--- src/ssp_pkg.sv ---
// Shared types for the stable sort with permutation parity block.
`timescale 1ns / 1ps

package ssp_pkg;

	// Per-cycle command broadcast to every cell of the chain.
	typedef struct packed {
		logic ins; // insert the broadcast word behind all keys >= it
		logic pop; // shift the chain toward cell 0 by one place
	} ssp_ctrl_t;

endpackage

--- src/ssp_cell.sv ---
// One cell of the sorted insertion chain: holds one key and its code.
`timescale 1ns / 1ps

module ssp_cell #(
	parameter int TIME_BITS = 24,
	parameter int OP_BITS   = 8
) (
	input  logic                  clk,
	input  logic                  arst_n,
	input  ssp_pkg::ssp_ctrl_t    ctrl,
	input  logic [TIME_BITS-1:0]  new_key,
	input  logic [OP_BITS-1:0]    new_code,
	input  logic                  left_keep,
	input  logic                  left_valid,
	input  logic [TIME_BITS-1:0]  left_key,
	input  logic [OP_BITS-1:0]    left_code,
	input  logic                  right_valid,
	input  logic [TIME_BITS-1:0]  right_key,
	input  logic [OP_BITS-1:0]    right_code,
	output logic                  valid,
	output logic [TIME_BITS-1:0]  key,
	output logic [OP_BITS-1:0]    code,
	output logic                  keep
);
	import ssp_pkg::*;

	logic                 valid_q;
	logic [TIME_BITS-1:0] key_q;
	logic [OP_BITS-1:0]   code_q;

	assign keep  = valid_q && (key_q >= new_key);
	assign valid = valid_q;
	assign key   = key_q;
	assign code  = code_q;

	always_ff @(posedge clk or negedge arst_n) begin
		if (!arst_n) begin
			valid_q <= 1'b0;
		end else if (ctrl.pop) begin
			valid_q <= right_valid;
		end else if (ctrl.ins && !keep) begin
			valid_q <= left_keep ? 1'b1 : left_valid;
		end
	end

	always_ff @(posedge clk) begin
		if (ctrl.pop) begin
			key_q  <= right_key;
			code_q <= right_code;
		end else if (ctrl.ins && !keep) begin
			if (left_keep) begin
				key_q  <= new_key;
				code_q <= new_code;
			end else begin
				key_q  <= left_key;
				code_q <= left_code;
			end
		end
	end

endmodule

--- src/stable_sort_with_permutation_parity_core.sv ---
// Top level: stable descending sort of a word sequence with permutation sign.
//
// Input channel (in_valid/in_ready): one word per cycle carries time_key,
// op_code and last_in. Each accepted word is inserted into a chain of
// MAX_ORDER cells, behind every stored key >= its own, so equal
// keys keep arrival order. Words arriving with the chain full are dropped and
// set the overflow flag. The word with last_in set ends the run.
// Output channel (out_valid/out_ready): after the last word, the stored words
// leave in descending key order, one per cycle, from cell 0 while the chain
// shifts toward it. Every output word carries sign_negative and overflow of
// the run; last_out marks the final one. The first output word is valid the
// cycle after the last input word is accepted.
// in_ready is low while a run is being emitted, so a new run is taken only
// after the last word of the previous run has left. A stalled receiver
// simply holds the chain.
// Reset clears all cell valid bits, the count, parity and overflow state.
`timescale 1ns / 1ps

module stable_sort_with_permutation_parity_core #(
	parameter int MAX_ORDER = 16,
	parameter int TIME_BITS = 24,
	parameter int OP_BITS   = 8
) (
	input  logic                 clk,
	input  logic                 arst_n,
	input  logic                 in_valid,
	output logic                 in_ready,
	input  logic [TIME_BITS-1:0] time_key,
	input  logic [OP_BITS-1:0]   op_code,
	input  logic                 last_in,
	output logic                 out_valid,
	input  logic                 out_ready,
	output logic [TIME_BITS-1:0] sorted_time,
	output logic [OP_BITS-1:0]   sorted_op,
	output logic                 sign_negative,
	output logic                 overflow,
	output logic                 last_out
);
	import ssp_pkg::*;

	localparam int CW = $clog2(MAX_ORDER + 1);

	logic                 emit_q;
	logic [CW-1:0]        cnt_q;
	logic                 parity_q;
	logic                 ovf_q;

	logic                 in_acc;
	logic                 out_acc;
	logic                 full;
	ssp_ctrl_t            ctrl;

	logic [MAX_ORDER-1:0] vld_w;
	logic [MAX_ORDER-1:0] keep_w;
	logic [TIME_BITS-1:0] key_w  [MAX_ORDER];
	logic [OP_BITS-1:0]   code_w [MAX_ORDER];
	logic                 ins_par;

	assign in_ready = !emit_q;
	assign in_acc   = in_valid && in_ready;
	assign out_acc  = out_valid && out_ready;
	assign full     = (cnt_q == CW'(MAX_ORDER));

	assign ctrl.ins = in_acc && !full;
	assign ctrl.pop = out_acc;

	// cells after the insertion point hold strictly smaller keys
	assign ins_par = ^(vld_w & ~keep_w);

	for (genvar i = 0; i < MAX_ORDER; i++) begin : g_cell
		logic                 lk;
		logic                 lv;
		logic [TIME_BITS-1:0] lkey;
		logic [OP_BITS-1:0]   lcode;
		logic                 rv;
		logic [TIME_BITS-1:0] rkey;
		logic [OP_BITS-1:0]   rcode;

		if (i == 0) begin : g_head
			assign lk    = 1'b1;
			assign lv    = 1'b0;
			assign lkey  = '0;
			assign lcode = '0;
		end else begin : g_body
			assign lk    = keep_w[i-1];
			assign lv    = vld_w[i-1];
			assign lkey  = key_w[i-1];
			assign lcode = code_w[i-1];
		end

		if (i == MAX_ORDER - 1) begin : g_tail
			assign rv    = 1'b0;
			assign rkey  = '0;
			assign rcode = '0;
		end else begin : g_next
			assign rv    = vld_w[i+1];
			assign rkey  = key_w[i+1];
			assign rcode = code_w[i+1];
		end

		ssp_cell #(
			.TIME_BITS(TIME_BITS),
			.OP_BITS  (OP_BITS)
		) u_cell (
			.clk        (clk),
			.arst_n     (arst_n),
			.ctrl       (ctrl),
			.new_key    (time_key),
			.new_code   (op_code),
			.left_keep  (lk),
			.left_valid (lv),
			.left_key   (lkey),
			.left_code  (lcode),
			.right_valid(rv),
			.right_key  (rkey),
			.right_code (rcode),
			.valid      (vld_w[i]),
			.key        (key_w[i]),
			.code       (code_w[i]),
			.keep       (keep_w[i])
		);
	end

	always_ff @(posedge clk or negedge arst_n) begin
		if (!arst_n) begin
			emit_q   <= 1'b0;
			cnt_q    <= '0;
			parity_q <= 1'b0;
			ovf_q    <= 1'b0;
		end else if (emit_q) begin
			if (out_acc) begin
				if (cnt_q == CW'(1)) begin
					emit_q   <= 1'b0;
					cnt_q    <= '0;
					parity_q <= 1'b0;
					ovf_q    <= 1'b0;
				end else begin
					cnt_q <= cnt_q - CW'(1);
				end
			end
		end else if (in_acc) begin
			if (full) begin
				ovf_q <= 1'b1;
			end else begin
				cnt_q    <= cnt_q + CW'(1);
				parity_q <= parity_q ^ ins_par;
			end
			if (last_in) begin
				emit_q <= 1'b1;
			end
		end
	end

	assign out_valid     = emit_q;
	assign sorted_time   = key_w[0];
	assign sorted_op     = code_w[0];
	assign sign_negative = parity_q;
	assign overflow      = ovf_q;
	assign last_out      = (cnt_q == CW'(1));

`ifndef ASSERT_OFF
	a_cnt_match: assert property (@(posedge clk) disable iff (!arst_n)
		$countones(vld_w) == 32'(cnt_q))
		else $error("cell valid bits disagree with item count");

	a_cnt_range: assert property (@(posedge clk) disable iff (!arst_n)
		cnt_q <= CW'(MAX_ORDER))
		else $error("item count beyond capacity");

	a_emit_head: assert property (@(posedge clk) disable iff (!arst_n)
		out_valid |-> vld_w[0])
		else $error("emitting from an empty chain");

	a_run_end: assert property (@(posedge clk) disable iff (!arst_n)
		(out_acc && last_out) |=> (!out_valid && cnt_q == '0 && !parity_q && !ovf_q))
		else $error("run state not cleared after final word");
`endif

endmodule
--- config.mk ---
export PLATFORM = sky130hd
export DESIGN_NAME = stable_sort_with_permutation_parity_core
export DESIGN_NICKNAME = d
export VERILOG_FILES = /design/src/ssp_pkg.sv /design/src/ssp_cell.sv /design/src/stable_sort_with_permutation_parity_core.sv
export SDC_FILE = /design/constraint.sdc
export NUM_CORES = 2
export LEC_CHECK = 0
export ABC_AREA = 1
export BUFFER_PORTS_ARGS = -buffer_cell sky130_fd_sc_hd__buf_2
export CAP_MARGIN = 10
export CORE_AREA = 2 2 259 261
export CTS_BUF_LIST = sky130_fd_sc_hd__clkbuf_2 sky130_fd_sc_hd__clkbuf_4 sky130_fd_sc_hd__clkbuf_8
export CTS_CLUSTER_SIZE = 25
export DETAILED_ROUTE_END_ITERATION = 10
export DIE_AREA = 0 0 261 263
export PLACE_DENSITY = 0.69
export SLEW_MARGIN = 30
export SYNTH_ARGS = -nofsm -noshare
export SYNTH_HDL_FRONTEND = slang
export SYNTH_SLANG_ARGS = --single-unit
export TNS_END_PERCENT = 1
--- constraint.sdc ---
create_clock -name clk -period 9.4 [get_ports clk]
set_clock_uncertainty 0.05 [all_clocks]
set_input_delay 1.88 -clock clk [delete_from_list [all_inputs] [get_ports clk]]
set_output_delay 1.88 -clock clk [all_outputs]
set_load 0.05 [all_outputs]
## Yosys cells after proc, flatten, opt, wreduce, memory -nomap -nowiden

Cells that the tools add are included.

- Flip-flop bits (word level): 536
- Input bits: 37
- Output and inout port bits: 37
- Logic and storage cells: 308

- Add/subtract/negate cells: 2
- Magnitude comparators: 16
- Equal/unequal tests: 5
- Mux-type cells: 155
- Bitwise gates (word level): 3
- Reduce and logical (&&, ||, !) cells: 75

Operators with widths:

| operator | count |
|---|---|
| $mux W24 | 45 |
| $ge A24 B24 Y1 | 16 |
| $mux W8 | 45 |
| $mux W1 | 60 |
| $reduce_bool A2 Y1 | 18 |
| $logic_and A1 B1 Y1 | 35 |
| $mux W5 | 5 |
| $logic_not A1 Y1 | 18 |
| $and A16 B16 Y16 | 1 |
| $not A16 Y16 | 1 |
| $reduce_xor A16 Y1 | 1 |
| $reduce_and A4 Y1 | 2 |
| $add A5 B1 Y5 const B | 1 |
| $eq A5 B1 Y1 const B | 1 |
| $eq A5 B5 Y1 const B | 1 |
| $sub A5 B1 Y5 const B | 1 |
| $ne A2 B2 Y1 const B | 2 |
| $reduce_and A3 Y1 | 1 |
| $ne A2 B1 Y1 const B | 1 |
| $xor A1 B1 Y1 | 1 |

## Longest topological paths before layout

- Depth after elaboration: 9
- Depth in mapped cells: 24

## By module

Synthesis repeated with hierarchy kept, for this count alone.

- Cells, all modules: 5036
- Area total of the unflattened synthesis: 38511.9 um2

By module, submodules not included:

| module | times used | cells each | area an instance (um2) |
|---|---|---|---|
| ssp_cell | 16 | 301 | 2332.2 |
| stable_sort_with_permutation_parity_core | 1 | 220 | 1196.1 |

## Worst setup path before layout

Ideal clock, no wire load.

- Path type: input port to flip-flop
- Start: in time_key[23]
- End: reg g_cell[0].u_cell.code_q[0] (enable)
- Arrival time: 5.833 ns
- Data required time: 8.884 ns
- Path slack: 3.052 ns
- Stages: 12
- Cells stage by stage: clkbuf_1 > inv_1 > ha_1 > a21o_1 > nor2_1 > nand2_1 > a21oi_1 > nand2_1 > nand2_1 > inv_2 > buf_2 > o21ai_0

- Cells in the longest elaborated chain, start to end: 5

RTL lines:

| what | RTL line | text |
|---|---|---|
| start: declaration | stable_sort_with_permutation_parity_core.sv:28 | `input logic [TIME_BITS-1:0] time_key,` |
| $ge A24 B24 Y1 | ssp_cell.sv:31 | `assign keep = valid_q && (key_q >= new_key);` |
| $logic_and A1 B1 Y1 | ssp_cell.sv:31 |  |
| $logic_not A1 Y1 | ssp_cell.sv:50 | `end else if (ctrl.ins && !keep) begin` |
| $logic_and A1 B1 Y1 | ssp_cell.sv:50 |  |
| $reduce_bool A2 Y1 (no line) | n/a |  |
| end signal: assignment | ssp_cell.sv:49 | `code_q <= right_code;` |
| end signal: assignment | ssp_cell.sv:53 | `code_q <= new_code;` |
| end signal: assignment | ssp_cell.sv:56 | `code_q <= left_code;` |
| end: declaration | ssp_cell.sv:29 | `logic [OP_BITS-1:0] code_q;` |

Every way passes these cells.
A chain may end at the register's enable or synchronous reset.

## Worst setup path after layout

- Start: in time_key[9]
- End: reg g_cell[11].u_cell.key_q[1] (enable)

- Cells in the longest elaborated chain, start to end: 5

RTL lines:

| what | RTL line | text |
|---|---|---|
| $ge A24 B24 Y1 | ssp_cell.sv:31 |  |
| $logic_and A1 B1 Y1 | ssp_cell.sv:31 |  |
| $logic_not A1 Y1 | ssp_cell.sv:50 |  |
| $logic_and A1 B1 Y1 | ssp_cell.sv:50 |  |
| $reduce_bool A2 Y1 (no line) | n/a |  |
| end signal: assignment | ssp_cell.sv:48 | `key_q <= right_key;` |
| end signal: assignment | ssp_cell.sv:52 | `key_q <= new_key;` |
| end signal: assignment | ssp_cell.sv:55 | `key_q <= left_key;` |
| end: declaration | ssp_cell.sv:28 | `logic [TIME_BITS-1:0] key_q;` |

Every way passes these cells.

==> results by group <==
Route
  – Final wirelength: 105000 um
  – DRT iter0 DRCs: 3788
  – Via count: 31.5k
  – Via/cell ratio: 5.89
  – Wirelength per Cell: 19.7 um
  – Antenna-violating nets left: 0
  – DRT Pass-1 Iters: 6
  – DRC: 0

Clocking
  – Worst skew pair latency: 710 ps
  – Post-CTS Setup Bufs: 0
  – Clock Sink Count: 536
  – Hold-fix buffers, CTS: 0
  – Max Buffers Root-to-Sink: 3
  – TritonCTS clock tree: yes
  – Root Driver: clkbuf_8
  – Clk slew on worst S/H paths: 60 ps
  – CTS resizes: 0
  – CTS Buf Count: 98
  – H-tree depth: 3

Min path
  – Worst hold-check path type: reg2reg
  – Hold Path Depth: 2
  – Worst hold start: g_cell[15].u_cell.code[7]
  – Worst hold path endpoint: g_cell[15].u_cell.code[7]

Worst setup path
  – Worst r2r src: out_valid
  – Worst endpoint required time: 9690 ps
  – Setup CP Type: in2reg
  – Critical Path Source: time_key[9]
  – CP Capture Type: flip-flop
  – Crit-path max FO: 35
  – Worst EP arrival: 5740 ps
  – Reg2reg path depth: 7
  – Worst r2r dst: g_cell[13].u_cell.key[2]
  – Setup crit start kind: input port
  – Internal reg-to-reg setup slack: 5420 ps

Place
  – Port bufs: 73
  – DP Worst Slack: 3330 ps
  – Dpl cells: 5162
  – RePlAce Congestion: 0.908
  – Cell area after placement: 37000 um2
  – Detailed Place HPWL: 72700 um

Synthesis
  – Syn_area_per_cell: 8.13 um2
  – Cells after synthesis: 4409
  – Syn_nets: 4833
  – Synth Register Bits: 536
  – Netlist Area Pre-Place: 35900 um2
  – Post-synth cell types: 37
  – Synth warnings: 0
  – Post-synthesis sequential area ratio: 43.7%

GRT
  – Initial antenna violation count: 3
  – Gr usage total: 30.4%
  – GR Overflow Total: 0
  – First-pass GRT wire length: 165000 um
  – Vias in the first global route: 29.0k
  – Largest net degree at the start of global routing: 256

Layout
  – Post-route cell area: 39100 um2
  – Nets@finish: 4823
  – Fillers: 5817
  – Final Util: 59.6%
  – Share of cells above drive strength 1: 8.34%
  – Area Overhead vs Synth: 9.11%
  – Finished Layout Cells: 5349

STA
  – Max-slew headroom: 32.1%
  – Peak Freq: 184 MHz
  – Final worst-path cycle share: 57.9%
  – Setup violations, final: 0
  – Final min period: 5440 ps
  – Worst Setup Slack, final: 3960 ps
  – Transition time of the tightest slew-check pin: 1020 ps
  – RSZ-0062 raised after global routing: false
  – Fin Setup TNS: 0 ps
  – Slew Limit Fails: 0
  – Final Hold Fails: 0

Floorplan
  – # IOs: 74
  – Row Count: 94
  – Chip width: 261 um
  – Core area: 65600 um2
  – Die footprint: 68600 um2
  – Die height: 263 um
  – Initial Utilization: 54.6%

Flow run
  – Max cap viols: 0

Power and ir drop
  – Peak VDD IR: 158 uV
  – PwrDens: 374 nW/um2
  – Pleak: 17.0 nW

Status
  – Outcome: finished clean
==> per-layer routing <==
layer | vias to the layer above | share of wire [%] | global-route usage (%) | wire length [um]
li1 | 15200 | - | - | -
met1 | 14700 | 45 | 45.1 | 47100
met2 | 1453 | 44 | 46.1 | 46100
met3 | 190 | 9.1 | 4.16 | 9560
met4 | 0 | 2.6 | 8.86 | 2720
met5 | - | 0 | 0 | 0
==> synth_stat cells <==
cell type | n | share of area [%]
o22ai_1 | 129 | 2.3
dfxtp_1 | 32 | 1.8
o21a_1 | 7 | 0.15
inv_1 | 370 | 3.9
dfrtp_1 | 24 | 1.7
nor2_2 | 6 | 0.10
nand2_4 | 1 | 0.031
o21ai_0 | 895 | 12
clkbuf_1 | 186 | 1.9
edfxtp_1 | 480 | 40
nand2_1 | 971 | 10
o31ai_1 | 1 | 0.021
buf_2 | 51 | 0.71
nor3_2 | 3 | 0.084
a21oi_2 | 7 | 0.17
buf_1 | 5 | 0.052
nand2_2 | 11 | 0.19
nor3_1 | 3 | 0.042
nor2_1 | 478 | 5.0
xnor2_1 | 1 | 0.024
xor2_1 | 1 | 0.024
and2_4 | 1 | 0.024
nand3_1 | 32 | 0.45
a31oi_1 | 4 | 0.070
inv_2 | 10 | 0.10
o21bai_1 | 4 | 0.084
o21ai_1 | 9 | 0.13
a21oi_1 | 225 | 3.1
nand4_1 | 26 | 0.45
nand3_2 | 2 | 0.056
a21o_1 | 25 | 0.52
nor2_4 | 2 | 0.063
nor2b_1 | 3 | 0.052
o211ai_1 | 14 | 0.29
ha_1 | 387 | 14
a32oi_1 | 1 | 0.024
a22oi_1 | 2 | 0.042
==> where the power goes <==
group / leakage, nW / internal, mW / switching [mW]
sequential: 5.25 / 4.50 / 0.967
clock: 1.11 / 1.33 / 1.05
combinational: 10.7 / 2.17 / 4.61
total: 17.0 / 7.99 / 6.63
==> registers in the layout, indices dropped and copies added, names as in the netlist <==
| register | flops |
|---|---|
| out_valid | 1 |
| g_cell.u_cell.valid | 16 |
| overflow | 1 |
| sign_negative | 1 |
| g_cell.u_cell.key | 384 |
| g_cell.u_cell.code | 128 |
| cnt_q | 5 |
==> how the worst max path moves through the flow <==
stage,to,slack (ps)
6_report,g_cell[11].u_cell.key[1],3960
5_1_grt,g_cell[11].u_cell.key[9],3760
4_1_cts,g_cell[11].u_cell.key[9],4070
3_5_place_dp,g_cell[11].u_cell.key[6],3330
3_3_place_gp,g_cell[11].u_cell.key[6],3330
2_1_floorplan,g_cell[0].u_cell.code[0],3050
==> logic make-up after synthesis <==
logic type | after synthesis | synth area share (%)
and+or+nand+nor | 1539 | 16.7
AOI/OAI and AO/OA | 1323 | 19.4
buffers and inverters | 622 | 6.69
DFF | 536 | 43.7
adders and majority gates | 387 | 13.5
xor gates and xnor gates | 2 | 0.0489
==> critical path, stage by stage <==
cell and delay [ps]:
buf_2 200, inv_1 670, ha_1 370, nand2_1 80, nand2_1 50, nand2_1 50
nand2_1 40, nand2_1 50, a21oi_1 50, nor2_1 130, nand2_1 80, nand2_2 650
inv_1 90, buf_4 320, o21ai_4 480, buf_4 480
==> through the flow <==
stage	power, mW	hold slack, ps
6_report	14.6	424
4_1_cts	14.5	429
2_1_floorplan	9.94	395
3_5_place_dp	12.1	422
3_3_place_gp	12.0	418
5_1_grt	15.8	454
==> cell type report <==
cell class	count	area, um2	area share [%]
flip-flops and latches	536	15700	40.0
diodes	2	5.00	0.0128
inverters	380	1430	3.66
multi-input cells	3251	18000	46.1
repair buffers	132	848	2.17
well taps	864	1080	2.76
clock buffers	150	1830	4.68
clock inverters	34	246	0.630
==> layout by cell type (no fill, tap or decap), types with 4 or more instances in the layout <==
master and n:
nand2_1 962, o21ai_0 890, edfxtp_1 480, nor2_1 477, ha_1 387, inv_1 368, a21oi_1 224, o22ai_1 129
clkbuf_8 113, buf_2 73, buf_4 55, clkbuf_4 37, nand3_1 32, dfxtp_1 32, nand4_1 26, a21o_1 25
dfrtp_1 24, nand2_2 19, o211ai_1 14, clkinv_2 14, clkinv_1 12, inv_2 11, o21ai_4 11, a21oi_2 7
o21a_1 7, nor2_2 7, o21bai_1 4
(Power assumes the default switching activity.)
